[src/sv/ups_pkg.sv]
// Package for the unique pair set: field widths, defaults, mode codes
// and the command/status structs passed between controller and datapath.
// No dependencies.
package ups_pkg;

  localparam int KEY_FIELD_W     = 32;
  localparam int VALUE_FIELD_W   = 32;
  localparam int COUNT_W         = 7;

  localparam int DEF_CAPACITY    = 64;
  localparam int DEF_KEY_BITS    = 32;
  localparam int DEF_VALUE_BITS  = 32;

  localparam logic MODE_INSERT   = 1'b0;
  localparam logic MODE_QUERY    = 1'b1;

  typedef struct packed {
    logic load;    // capture the accepted word, restart the scan
    logic scan;    // issue the next entry read, compare the previous one
    logic commit;  // append if needed, load the result register
  } ups_cmd_t;

  typedef struct packed {
    logic hit;       // entry read last cycle matches the pair
    logic scan_end;  // every filled entry has been compared
    logic out_free;  // result register can take a new word
  } ups_stat_t;

endpackage

[src/sv/ups_if.sv]
// Channel interfaces for the unique pair set: item in, result out.
// Depends on ups_pkg for the field widths.
interface ups_in_if;
  import ups_pkg::*;

  logic                     valid;
  logic                     ready;
  logic                     mode;
  logic [KEY_FIELD_W-1:0]   pair_key;
  logic [VALUE_FIELD_W-1:0] pair_value;

  modport source (output valid, output mode, output pair_key, output pair_value,
                  input ready);
  modport sink   (input valid, input mode, input pair_key, input pair_value,
                  output ready);
endinterface

interface ups_out_if;
  import ups_pkg::*;

  logic               valid;
  logic               ready;
  logic               present;
  logic               added;
  logic               full_refused;
  logic [COUNT_W-1:0] entry_count;

  modport source (output valid, output present, output added, output full_refused,
                  output entry_count, input ready);
  modport sink   (input valid, input present, input added, input full_refused,
                  input entry_count, output ready);
endinterface

[src/sv/ups_ram.sv]
// Generic single-port-write, single-port-read RAM with registered read data.
// No dependencies.
module ups_ram #(
  parameter int WIDTH = 64,
  parameter int DEPTH = 64
) (
  input  logic                                    clk,
  input  logic                                    we,
  input  logic [(DEPTH > 1 ? $clog2(DEPTH) : 1)-1:0] waddr,
  input  logic [WIDTH-1:0]                        wdata,
  input  logic                                    re,
  input  logic [(DEPTH > 1 ? $clog2(DEPTH) : 1)-1:0] raddr,
  output logic [WIDTH-1:0]                        rdata
);

  logic [WIDTH-1:0] mem [DEPTH];

  always_ff @(posedge clk) begin
    if (we) begin
      mem[waddr] <= wdata;
    end
    if (re) begin
      rdata <= mem[raddr];
    end
  end

endmodule

[src/sv/ups_ctrl.sv]
// Controller for the unique pair set: accept, scan, commit sequencing.
// Depends on ups_pkg for the command and status structs.
module ups_ctrl (
  input  logic              clk,
  input  logic              rst_n,
  input  logic              in_valid,
  output logic              in_ready,
  input  ups_pkg::ups_stat_t stat,
  output ups_pkg::ups_cmd_t  cmd
);
  import ups_pkg::*;

  localparam logic [1:0] S_IDLE   = 2'd0;
  localparam logic [1:0] S_SCAN   = 2'd1;
  localparam logic [1:0] S_FINISH = 2'd2;

  logic [1:0] state_r;
  logic [1:0] state_nxt;

  assign in_ready = (state_r == S_IDLE);

  always_comb begin
    state_nxt  = state_r;
    cmd        = '0;
    case (state_r)
      S_IDLE: begin
        if (in_valid) begin
          cmd.load  = 1'b1;
          state_nxt = S_SCAN;
        end
      end
      S_SCAN: begin
        cmd.scan = 1'b1;
        if (stat.hit || stat.scan_end) begin
          state_nxt = S_FINISH;
        end
      end
      S_FINISH: begin
        // hold until the result register drains
        if (stat.out_free) begin
          cmd.commit = 1'b1;
          state_nxt  = S_IDLE;
        end
      end
      default: begin
        state_nxt = S_IDLE;
      end
    endcase
  end

  always_ff @(posedge clk) begin
    if (!rst_n) begin
      state_r <= S_IDLE;
    end else begin
      state_r <= state_nxt;
    end
  end

endmodule

[src/sv/ups_dp.sv]
// Datapath for the unique pair set: item registers, pair RAM, scan index,
// fill count and result register. Depends on ups_pkg and ups_ram.
module ups_dp #(
  parameter int CAPACITY   = ups_pkg::DEF_CAPACITY,
  parameter int KEY_BITS   = ups_pkg::DEF_KEY_BITS,
  parameter int VALUE_BITS = ups_pkg::DEF_VALUE_BITS
) (
  input  logic                              clk,
  input  logic                              rst_n,
  input  ups_pkg::ups_cmd_t                 cmd,
  output ups_pkg::ups_stat_t                stat,
  input  logic                              in_mode,
  input  logic [ups_pkg::KEY_FIELD_W-1:0]   in_pair_key,
  input  logic [ups_pkg::VALUE_FIELD_W-1:0] in_pair_value,
  output logic                              out_valid,
  input  logic                              out_ready,
  output logic                              out_present,
  output logic                              out_added,
  output logic                              out_full_refused,
  output logic [ups_pkg::COUNT_W-1:0]       out_entry_count
);
  import ups_pkg::*;

  localparam int KW = (KEY_BITS < KEY_FIELD_W) ? KEY_BITS : KEY_FIELD_W;
  localparam int VW = (VALUE_BITS < VALUE_FIELD_W) ? VALUE_BITS : VALUE_FIELD_W;
  localparam int AW = (CAPACITY > 1) ? $clog2(CAPACITY) : 1;
  localparam int CW = $clog2(CAPACITY + 1);

  logic          mode_r;
  logic [KW-1:0] key_r;
  logic [VW-1:0] val_r;
  logic [CW-1:0] idx_r, idx_nxt;
  logic          pend_r, pend_nxt;
  logic          found_r, found_nxt;
  logic [CW-1:0] fill_r, fill_nxt;

  logic          outv_r, outv_nxt;
  logic          present_r, added_r, refused_r;
  logic [COUNT_W-1:0] count_r;

  logic          rd_en;
  logic [KW+VW-1:0] rd_data;
  logic          match;
  logic          insert;
  logic          room;
  logic          wr_en;

  ups_ram #(
    .WIDTH (KW + VW),
    .DEPTH (CAPACITY)
  ) u_ram (
    .clk   (clk),
    .we    (wr_en),
    .waddr (fill_r[AW-1:0]),
    .wdata ({key_r, val_r}),
    .re    (rd_en),
    .raddr (idx_r[AW-1:0]),
    .rdata (rd_data)
  );

  assign match  = pend_r && (rd_data == {key_r, val_r});
  assign rd_en  = cmd.scan && (idx_r != fill_r);
  assign insert = (mode_r == MODE_INSERT) && !found_r;
  assign room   = (fill_r != CW'(CAPACITY));
  assign wr_en  = cmd.commit && insert && room;

  assign stat.hit      = match;
  assign stat.scan_end = !pend_r && (idx_r == fill_r);
  assign stat.out_free = !outv_r || out_ready;

  always_comb begin
    idx_nxt   = idx_r;
    pend_nxt  = pend_r;
    found_nxt = found_r;
    if (cmd.load) begin
      idx_nxt   = '0;
      pend_nxt  = 1'b0;
      found_nxt = 1'b0;
    end else if (cmd.scan) begin
      pend_nxt  = rd_en;
      found_nxt = found_r | match;
      if (rd_en) begin
        idx_nxt = idx_r + CW'(1);
      end
    end
  end

  always_comb begin
    fill_nxt = fill_r;
    if (wr_en) begin
      fill_nxt = fill_r + CW'(1);
    end
  end

  always_comb begin
    outv_nxt = outv_r;
    if (cmd.commit) begin
      outv_nxt = 1'b1;
    end else if (out_ready) begin
      outv_nxt = 1'b0;
    end
  end

  always_ff @(posedge clk) begin
    if (!rst_n) begin
      pend_r  <= 1'b0;
      found_r <= 1'b0;
      idx_r   <= '0;
      fill_r  <= '0;
      outv_r  <= 1'b0;
    end else begin
      pend_r  <= pend_nxt;
      found_r <= found_nxt;
      idx_r   <= idx_nxt;
      fill_r  <= fill_nxt;
      outv_r  <= outv_nxt;
    end
  end

  always_ff @(posedge clk) begin
    if (cmd.load) begin
      mode_r <= in_mode;
      key_r  <= in_pair_key[KW-1:0];
      val_r  <= in_pair_value[VW-1:0];
    end
    if (cmd.commit) begin
      present_r <= found_r;
      added_r   <= insert && room;
      refused_r <= insert && !room;
      count_r   <= COUNT_W'(fill_nxt);
    end
  end

  assign out_valid        = outv_r;
  assign out_present      = present_r;
  assign out_added        = added_r;
  assign out_full_refused = refused_r;
  assign out_entry_count  = count_r;

endmodule

[src/sv/unique_pair_set.sv]
// Unique pair set: bounded store of distinct key/value pairs searched in order.
// Depends on ups_pkg, ups_if, ups_ctrl and ups_dp.
//
// Input channel in_ch carries one word per item: mode (insert or query),
// pair_key and pair_value. Result channel out_ch returns exactly one word per
// item: present (pair was stored before), added (insert stored it), full_refused
// (insert of an absent pair found CAPACITY entries) and entry_count (fill after
// the item, low 7 bits).
// Each item scans the filled entries one per cycle through the RAM read port.
// From acceptance to its result word, the steps are: read and compare the
// filled entries (stopping early on a hit), commit, then hold the word in the
// result register.
// Items are handled one at a time; in_ch.ready is high only between items.
// The result sits in an output register, so the next item is accepted and
// scanned while the previous result waits; a stalled receiver holds the block
// only when the next result is ready to commit.
// Reset clears the fill count and the handshake state; stored pairs are not
// cleared, they are simply no longer counted as filled.
module unique_pair_set #(
  parameter int CAPACITY   = ups_pkg::DEF_CAPACITY,
  parameter int KEY_BITS   = ups_pkg::DEF_KEY_BITS,
  parameter int VALUE_BITS = ups_pkg::DEF_VALUE_BITS
) (
  input  logic           clk,
  input  logic           rst_n,
  ups_in_if.sink         in_ch,
  ups_out_if.source      out_ch
);
  import ups_pkg::*;

  ups_cmd_t  cmd;
  ups_stat_t stat;

  ups_ctrl u_ctrl (
    .clk      (clk),
    .rst_n    (rst_n),
    .in_valid (in_ch.valid),
    .in_ready (in_ch.ready),
    .stat     (stat),
    .cmd      (cmd)
  );

  ups_dp #(
    .CAPACITY   (CAPACITY),
    .KEY_BITS   (KEY_BITS),
    .VALUE_BITS (VALUE_BITS)
  ) u_dp (
    .clk              (clk),
    .rst_n            (rst_n),
    .cmd              (cmd),
    .stat             (stat),
    .in_mode          (in_ch.mode),
    .in_pair_key      (in_ch.pair_key),
    .in_pair_value    (in_ch.pair_value),
    .out_valid        (out_ch.valid),
    .out_ready        (out_ch.ready),
    .out_present      (out_ch.present),
    .out_added        (out_ch.added),
    .out_full_refused (out_ch.full_refused),
    .out_entry_count  (out_ch.entry_count)
  );

endmodule

[src/flat_wrapper.sv]
// flat-port wrapper written by rule: the top's interface ports become plain ports
module unique_pair_set_flat import ups_pkg::*;
#(
  parameter int CAPACITY   = ups_pkg::DEF_CAPACITY,
  parameter int KEY_BITS   = ups_pkg::DEF_KEY_BITS,
  parameter int VALUE_BITS = ups_pkg::DEF_VALUE_BITS
)
  (clk, rst_n, in_ch_valid, in_ch_mode, in_ch_pair_key, in_ch_pair_value, in_ch_ready, out_ch_valid, out_ch_present, out_ch_added, out_ch_full_refused, out_ch_entry_count, out_ch_ready);
  ups_in_if in_ch_i ();
  ups_out_if out_ch_i ();
  input  logic clk;
  input  logic rst_n;
  input wire logic [$bits(in_ch_i.valid)-1:0] in_ch_valid;
  input wire logic [$bits(in_ch_i.mode)-1:0] in_ch_mode;
  input wire logic [$bits(in_ch_i.pair_key)-1:0] in_ch_pair_key;
  input wire logic [$bits(in_ch_i.pair_value)-1:0] in_ch_pair_value;
  output wire logic [$bits(in_ch_i.ready)-1:0] in_ch_ready;
  output wire logic [$bits(out_ch_i.valid)-1:0] out_ch_valid;
  output wire logic [$bits(out_ch_i.present)-1:0] out_ch_present;
  output wire logic [$bits(out_ch_i.added)-1:0] out_ch_added;
  output wire logic [$bits(out_ch_i.full_refused)-1:0] out_ch_full_refused;
  output wire logic [$bits(out_ch_i.entry_count)-1:0] out_ch_entry_count;
  input wire logic [$bits(out_ch_i.ready)-1:0] out_ch_ready;
  assign in_ch_i.valid = in_ch_valid;
  assign in_ch_i.mode = in_ch_mode;
  assign in_ch_i.pair_key = in_ch_pair_key;
  assign in_ch_i.pair_value = in_ch_pair_value;
  assign in_ch_ready = in_ch_i.ready;
  assign out_ch_valid = out_ch_i.valid;
  assign out_ch_present = out_ch_i.present;
  assign out_ch_added = out_ch_i.added;
  assign out_ch_full_refused = out_ch_i.full_refused;
  assign out_ch_entry_count = out_ch_i.entry_count;
  assign out_ch_i.ready = out_ch_ready;
  unique_pair_set #(.CAPACITY(CAPACITY), .KEY_BITS(KEY_BITS), .VALUE_BITS(VALUE_BITS)) u_core (.clk(clk), .rst_n(rst_n), .in_ch(in_ch_i), .out_ch(out_ch_i));
endmodule
[config.mk]
export PLATFORM = sky130hd
export DESIGN_NAME = unique_pair_set_flat
export DESIGN_NICKNAME = d
export VERILOG_FILES = /design/src/sv/ups_pkg.sv /design/src/sv/ups_if.sv /design/src/sv/ups_ram.sv /design/src/sv/ups_ctrl.sv /design/src/sv/ups_dp.sv /design/src/sv/unique_pair_set.sv /design/src/flat_wrapper.sv
export SDC_FILE = /design/constraint.sdc
export NUM_CORES = 2
export LEC_CHECK = 0
export BUFFER_PORTS_ARGS = -buffer_cell sky130_fd_sc_hd__clkbuf_2
export CORE_UTILIZATION = 39
export DETAILED_ROUTE_END_ITERATION = 10
export PLACE_DENSITY = 0.55
export SYNTH_ARGS = -nofsm -noshare
export SYNTH_HDL_FRONTEND = slang
export SYNTH_SLANG_ARGS = --single-unit
[constraint.sdc]
create_clock -name clk -period 9.1 [get_ports clk]
set_clock_uncertainty 0.2 [all_clocks]
set_input_delay 0.91 -clock clk [delete_from_list [all_inputs] [get_ports clk]]
set_output_delay 0.91 -clock clk [all_outputs]
set_load 0.005 [all_outputs]
==> results.md <==
Min path:
- The startpoint identified for the worst hold timing path is rst_n.
- The worst hold path belongs to the class in -> reg.
- The path with the worst hold slack has its endpoint at u_core.u_dp.fill_r[4]$_SDFF_PN0_.
- Counting instances, the worst hold path has a depth of 2.

Logic synthesis:
- Among all flip-flop cells after synthesis, the most frequent one is sky130_fd_sc_hd__edfxtp_1.
- The number of nets in the synthesized netlist is just over 7000.
- Dividing the synthesized area by the synthesized cell count gives 22.8 µm².
- In the synthesized netlist the async set-or-reset flop fraction comes to 0%.
- The distinct cell type count after synthesis is between 50 and 60.
- Summing the sequential cell areas from Yosys gives 79.0% of the chip area.
- The number of synthesized register bits is ~4300.
- The mapped cell area is 0.161 mm².
- The warning count from the yosys run is 0.
- The instance count of the mapped netlist is between 7000 and 8000.
- The count of flip-flops with a built-in enable after synthesis is about 4200.

Timing:
- Across all setup checks in the final design, the least slack found is 3.63 ns.
- The final critical delay including setup and external delays is 5.47 ns.
- The hold violation count in the final report is 0.
- Setup violations remaining at the end of the flow were counted as 0.
- Hold timing on the final database bottoms out at a slack of between 0.2 and 0.25 ns.
- The slew at the pin closest to its max-slew limit is approximately 1.5 ns.
- Setup repair after global routing left no endpoint under its margin.
- The setup TNS is 0 ns.
- The final period utilization is about 60%.
- The number of max-slew violations in the final report is 0.
- For this run, the top clock speed supported by timing is 0.183 GHz.
- The max-slew headroom at the worst pin is less than 1%.

Floorplan:
- The number of ports placed on the die boundary is slightly above 80.
- The floorplan die height is 645 µm.
- In this run the horizontal extent of the chip is about 650 µm.
- The initial cell density of the core is roughly 39%.
- The initialized floorplan defines roughly 240 standard-cell rows.
- The full die area is 0.416 mm².
- The core region is 0.411 mm².

Clock tree:
- The number of setup buffers added after CTS is 0.
- The number of clock sinks seen by CTS is 4254.
- The number of hold buffers added after CTS was 65.
- The clock passes through at most 4 buffers.
- The CTS tree is yes.
- The insertion delay to the later sink of the worst-skew pair is approximately 0.99 ns.
- The number of levels the H-tree was split into is 5.
- In this run the clock root is driven by a sky130_fd_sc_hd__clkbuf_16.
- The number of buffers inserted during clock tree synthesis is roughly 440.
- Once the clock tree was built, the resizer swapped 0 gates to a different size.
- Clock-pin slew was measured on the worst setup and hold paths at 0.07 ns.

Detailed routing:
- Across all layers, the routed design uses 78548 vias.
- In the routed design, unresolved DRC markers number 0.
- The final layout contains routed wiring with a total length of roughly 470000 µm.
- The average via count per standard cell is roughly 5.9.
- The number of DRC markers in iteration 0 is between 9000 and 10000.
- The count of TritonRoute iterations in the first routing pass is 6.
- In the final routed layout, each cell accounts on average for between 30 and 40 µm.
- The residual antenna-violating net count after detailed routing is 0.

Worst setup path:
- The path depth of the worst reg2reg path is 6.
- On the worst path, the slowest cell contributes a delay of ~1.2 ns.
- The worst register-to-register path has a setup slack of about 3.6 ns.
- The endpoint kind of the worst setup timing path is a flip-flop.
- Data on the critical path is required at its endpoint by 9.44 ns.
- The worst reg2reg path endpoint is u_core.u_dp.u_ram.mem[59][33]$_DFFE_PP_.
- On the critical path, the stage with the largest delay is an instance of sky130_fd_sc_hd__nor2_4.
- The setup path with the least slack is of type reg -> reg.
- Traced cell by cell, the critical path runs through or3_1, o21ai_0, nor2_1, nand3_1, nor2_4, buf_4.
- The type of element launching the critical path is a flip-flop.
- Data on the critical path arrives at its endpoint at around 5.8 ns.
- The source of the worst register-to-register timing path is u_core.u_dp.fill_r[3]$_SDFF_PN0_.
- Along the worst path, the maximum fanout reaches 44.

Status:
- The flow ran to the end, but the final reports show violations.
- The checks that failed: max-capacitance violations.

Placement:
- The post-place instance area is around 0.17 mm².
- Detailed placement ended at an HPWL of around 260000 µm.
- Before CTS, the worst setup slack after placement is between 3 and 4 ns.
- The weighted congestion reported at the end of routability-driven placement is between 0.8 and 0.9.
- Buffers placed on the I/O ports in this run total 80.

Global routing:
- The initial antenna violation count is 15.
- The number of global-route vias before repair came to 79577.
- The maximum number of pins on one net before global-route repair is ~130.
- Global routing finished with a remaining overflow of 0.
- The first global-routing pass estimated approximately 650000 µm of wire.
- The overall global routing resource usage is between 20% and 30%.

Cells and area:
- The finished cells cover ~0.18 mm².
- The net count of the finished layout is ~7600.
- The library cell used most frequently in the layout, excluding fill and tap cells, is sky130_fd_sc_hd__edfxtp_1.
- The share of final-layout standard cells stronger than drive strength 1 is 26.5%.
- Relative to the synthesized area, the layout overhead comes to 14.2%.
- In the layout the commonest cells are sky130_fd_sc_hd__edfxtp_1 (4235), sky130_fd_sc_hd__mux4_2 (966), sky130_fd_sc_hd__clkbuf_16 (445), sky130_fd_sc_hd__buf_4 (239), sky130_fd_sc_hd__mux2i_1 (231).

Pwr:
- In this run the static leakage power is about 55 nW.
- The switching power share of the total is 20.6%.
- The cell internal power dissipation is around 32 mW.
- The overall power of the completed layout is around 40 mW.
- Per report_power, the combinational group accounts for roughly 2.1% of the total.
- The clock network is responsible for 43.7% of the overall power.
- Power spread over the standard cell area amounts to 218 mW/mm².
- Registers are responsible for a little over half of the overall power.
- The analysis attributes to net switching a power of about 8.3 mW.
- VDD sags by at most ~0.00017 V.

Run:
- The max capacitance violation total is 2.
-- synthesized netlist by cell type (4+ instances only) --
master,instances,area share [%]
sky130_fd_sc_hd__xor2_1,20,0.11
sky130_fd_sc_hd__o41ai_1,4,0.022
sky130_fd_sc_hd__nor4_1,10,0.039
sky130_fd_sc_hd__nor2b_1,39,0.15
sky130_fd_sc_hd__nand2b_1,11,0.043
sky130_fd_sc_hd__mux4_2,966,13
sky130_fd_sc_hd__a211oi_1,23,0.11
sky130_fd_sc_hd__clkbuf_1,136,0.32
sky130_fd_sc_hd__nand2_1,131,0.30
sky130_fd_sc_hd__and2_1,16,0.062
sky130_fd_sc_hd__dfxtp_1,19,0.24
sky130_fd_sc_hd__o221ai_1,20,0.11
sky130_fd_sc_hd__nor3_1,44,0.14
sky130_fd_sc_hd__o32ai_1,4,0.022
sky130_fd_sc_hd__o21ai_0,29,0.090
sky130_fd_sc_hd__buf_1,29,0.067
sky130_fd_sc_hd__o22ai_1,73,0.28
sky130_fd_sc_hd__a311oi_1,18,0.098
sky130_fd_sc_hd__nand4_1,21,0.081
sky130_fd_sc_hd__a22oi_1,221,1.0
sky130_fd_sc_hd__a222oi_1,4,0.025
sky130_fd_sc_hd__mux2_2,67,0.47
sky130_fd_sc_hd__o21ai_1,7,0.022
sky130_fd_sc_hd__a21oi_1,122,0.38
sky130_fd_sc_hd__xnor2_1,46,0.25
sky130_fd_sc_hd__buf_6,16,0.11
sky130_fd_sc_hd__or4_1,22,0.10
sky130_fd_sc_hd__or2_2,4,0.016
sky130_fd_sc_hd__a221oi_1,34,0.18
sky130_fd_sc_hd__buf_2,139,0.43
sky130_fd_sc_hd__nand3_1,30,0.093
sky130_fd_sc_hd__edfxtp_1,4235,79
sky130_fd_sc_hd__o211ai_1,14,0.065
sky130_fd_sc_hd__nor2_1,132,0.31
sky130_fd_sc_hd__nand3b_1,4,0.019
sky130_fd_sc_hd__a2111oi_0,5,0.027
sky130_fd_sc_hd__a31oi_1,13,0.050
sky130_fd_sc_hd__or3_1,5,0.019
sky130_fd_sc_hd__mux2i_1,231,1.4
sky130_fd_sc_hd__inv_1,22,0.051
sky130_fd_sc_hd__buf_4,59,0.27
-- power groups by stage --
stage	sequential [mW]	clock, mW	combinational [mW]
2_1_floorplan	22.4	0	0.144
3_3_place_gp	22.2	0	0.776
3_5_place_dp	22.2	0	0.812
4_1_cts	21.8	17.8	0.834
5_1_grt	21.8	18.5	0.872
6_report	21.8	17.5	0.823
-- worst max path at each step --
stage,startpoint,endpoint,slack [ns],cells after the start
after global routing,u_core.u_dp.fill_r[3]$_SDFF_PN0_,u_core.u_dp.u_ram.mem[59][33]$_DFFE_PP_,3.55,6
after detailed placement,out_ch_ready,u_core.u_dp.u_ram.mem[63][1]$_DFFE_PP_,3.54,6
after global placement,out_ch_ready,u_core.u_dp.u_ram.mem[63][54]$_DFFE_PP_,3.36,6
after CTS,u_core.u_dp.fill_r[3]$_SDFF_PN0_,u_core.u_dp.u_ram.mem[59][33]$_DFFE_PP_,3.69,6
after floorplan,u_core.u_dp.idx_r[0]$_SDFFE_PP0P_,u_core.u_ctrl.state_r[0]$_SDFFE_PN0P_,3.62,8
final,u_core.u_dp.fill_r[3]$_SDFF_PN0_,u_core.u_dp.u_ram.mem[59][33]$_DFFE_PP_,3.63,6
-- final cells by class --
type	instances	area, µm²
Fill cell	34107	226000
Sequential cell	4254	128000
Multi-Input combinational cell	2406	32400
Clock buffer	554	11600
Tap cell	5451	6820
Timing Repair Buffer	418	3530
Clock inverter	249	2310
Inverter	24	95.1
Antenna cell	8	20.0
-- sequential cells by signal, indices dropped and copies added, names as in the netlist --
| name | flops |
|---|---|
| u_core.u_dp.out_added | 1 |
| u_core.u_dp.out_entry_count | 7 |
| u_core.u_dp.u_ram.mem | 4096 |
| u_core.u_dp.fill_r | 7 |
| u_core.u_ctrl.state_r | 2 |
| u_core.u_dp.pend_r | 1 |
| u_core.u_dp.val_r | 32 |
| u_core.u_dp.idx_r | 7 |
| u_core.u_dp.key_r | 32 |
| u_core.u_dp.u_ram.rdata | 64 |
| u_core.u_dp.out_valid | 1 |
| u_core.u_dp.mode_r | 1 |
| u_core.u_dp.out_present | 1 |
| u_core.u_dp.out_full_refused | 1 |
| u_core.u_dp.found_r | 1 |
-- critical path: cells and delay by family, from the launching register on --
family / cells / cell delay, ns
and+or+nand+nor: 4 / 2.98
buffers and inverters: 1 / 0.89
DFF: 1 / 0.55
AOI/OAI and AO/OA: 1 / 0.29
-- metal layers --
metal	track usage [%]	vias to the layer above	share of wire (%)
met5	0	-	0.0098
met4	6.66	6	3.2
met3	3.31	682	7.4
met2	36.8	3465	49
met1	30.7	43245	41
li1	-	31150	-
-- logic make-up (layout without fill, tap and decap cells) --
group / Yosys count / count (layout) / synth area share (%)
buffers and inverters: 404 / 1245 / 1.26
multiplexers: 1264 / 1264 / 15.4
AO/OA/AOI/OAI: 601 / 601 / 2.56
adder cells (fa/ha/maj): 3 / 3 / 0.0233
AND/OR/NAND/NOR: 472 / 472 / 1.39
other: 0 / 8 / 0
XOR/XNOR: 66 / 66 / 0.358
flip-flops: 4254 / 4254 / 79.0
-- per-stage QoR --
step / cells / utilization [%]
after floorplan: 7064 / -
after global placement: 12488 / 41.3
after detailed placement: 12488 / 41.3
after CTS: 13356 / 44.9
after global routing: 13360 / 44.9
final: 13364 / 44.9
Power figures use the tool's default switching activity.
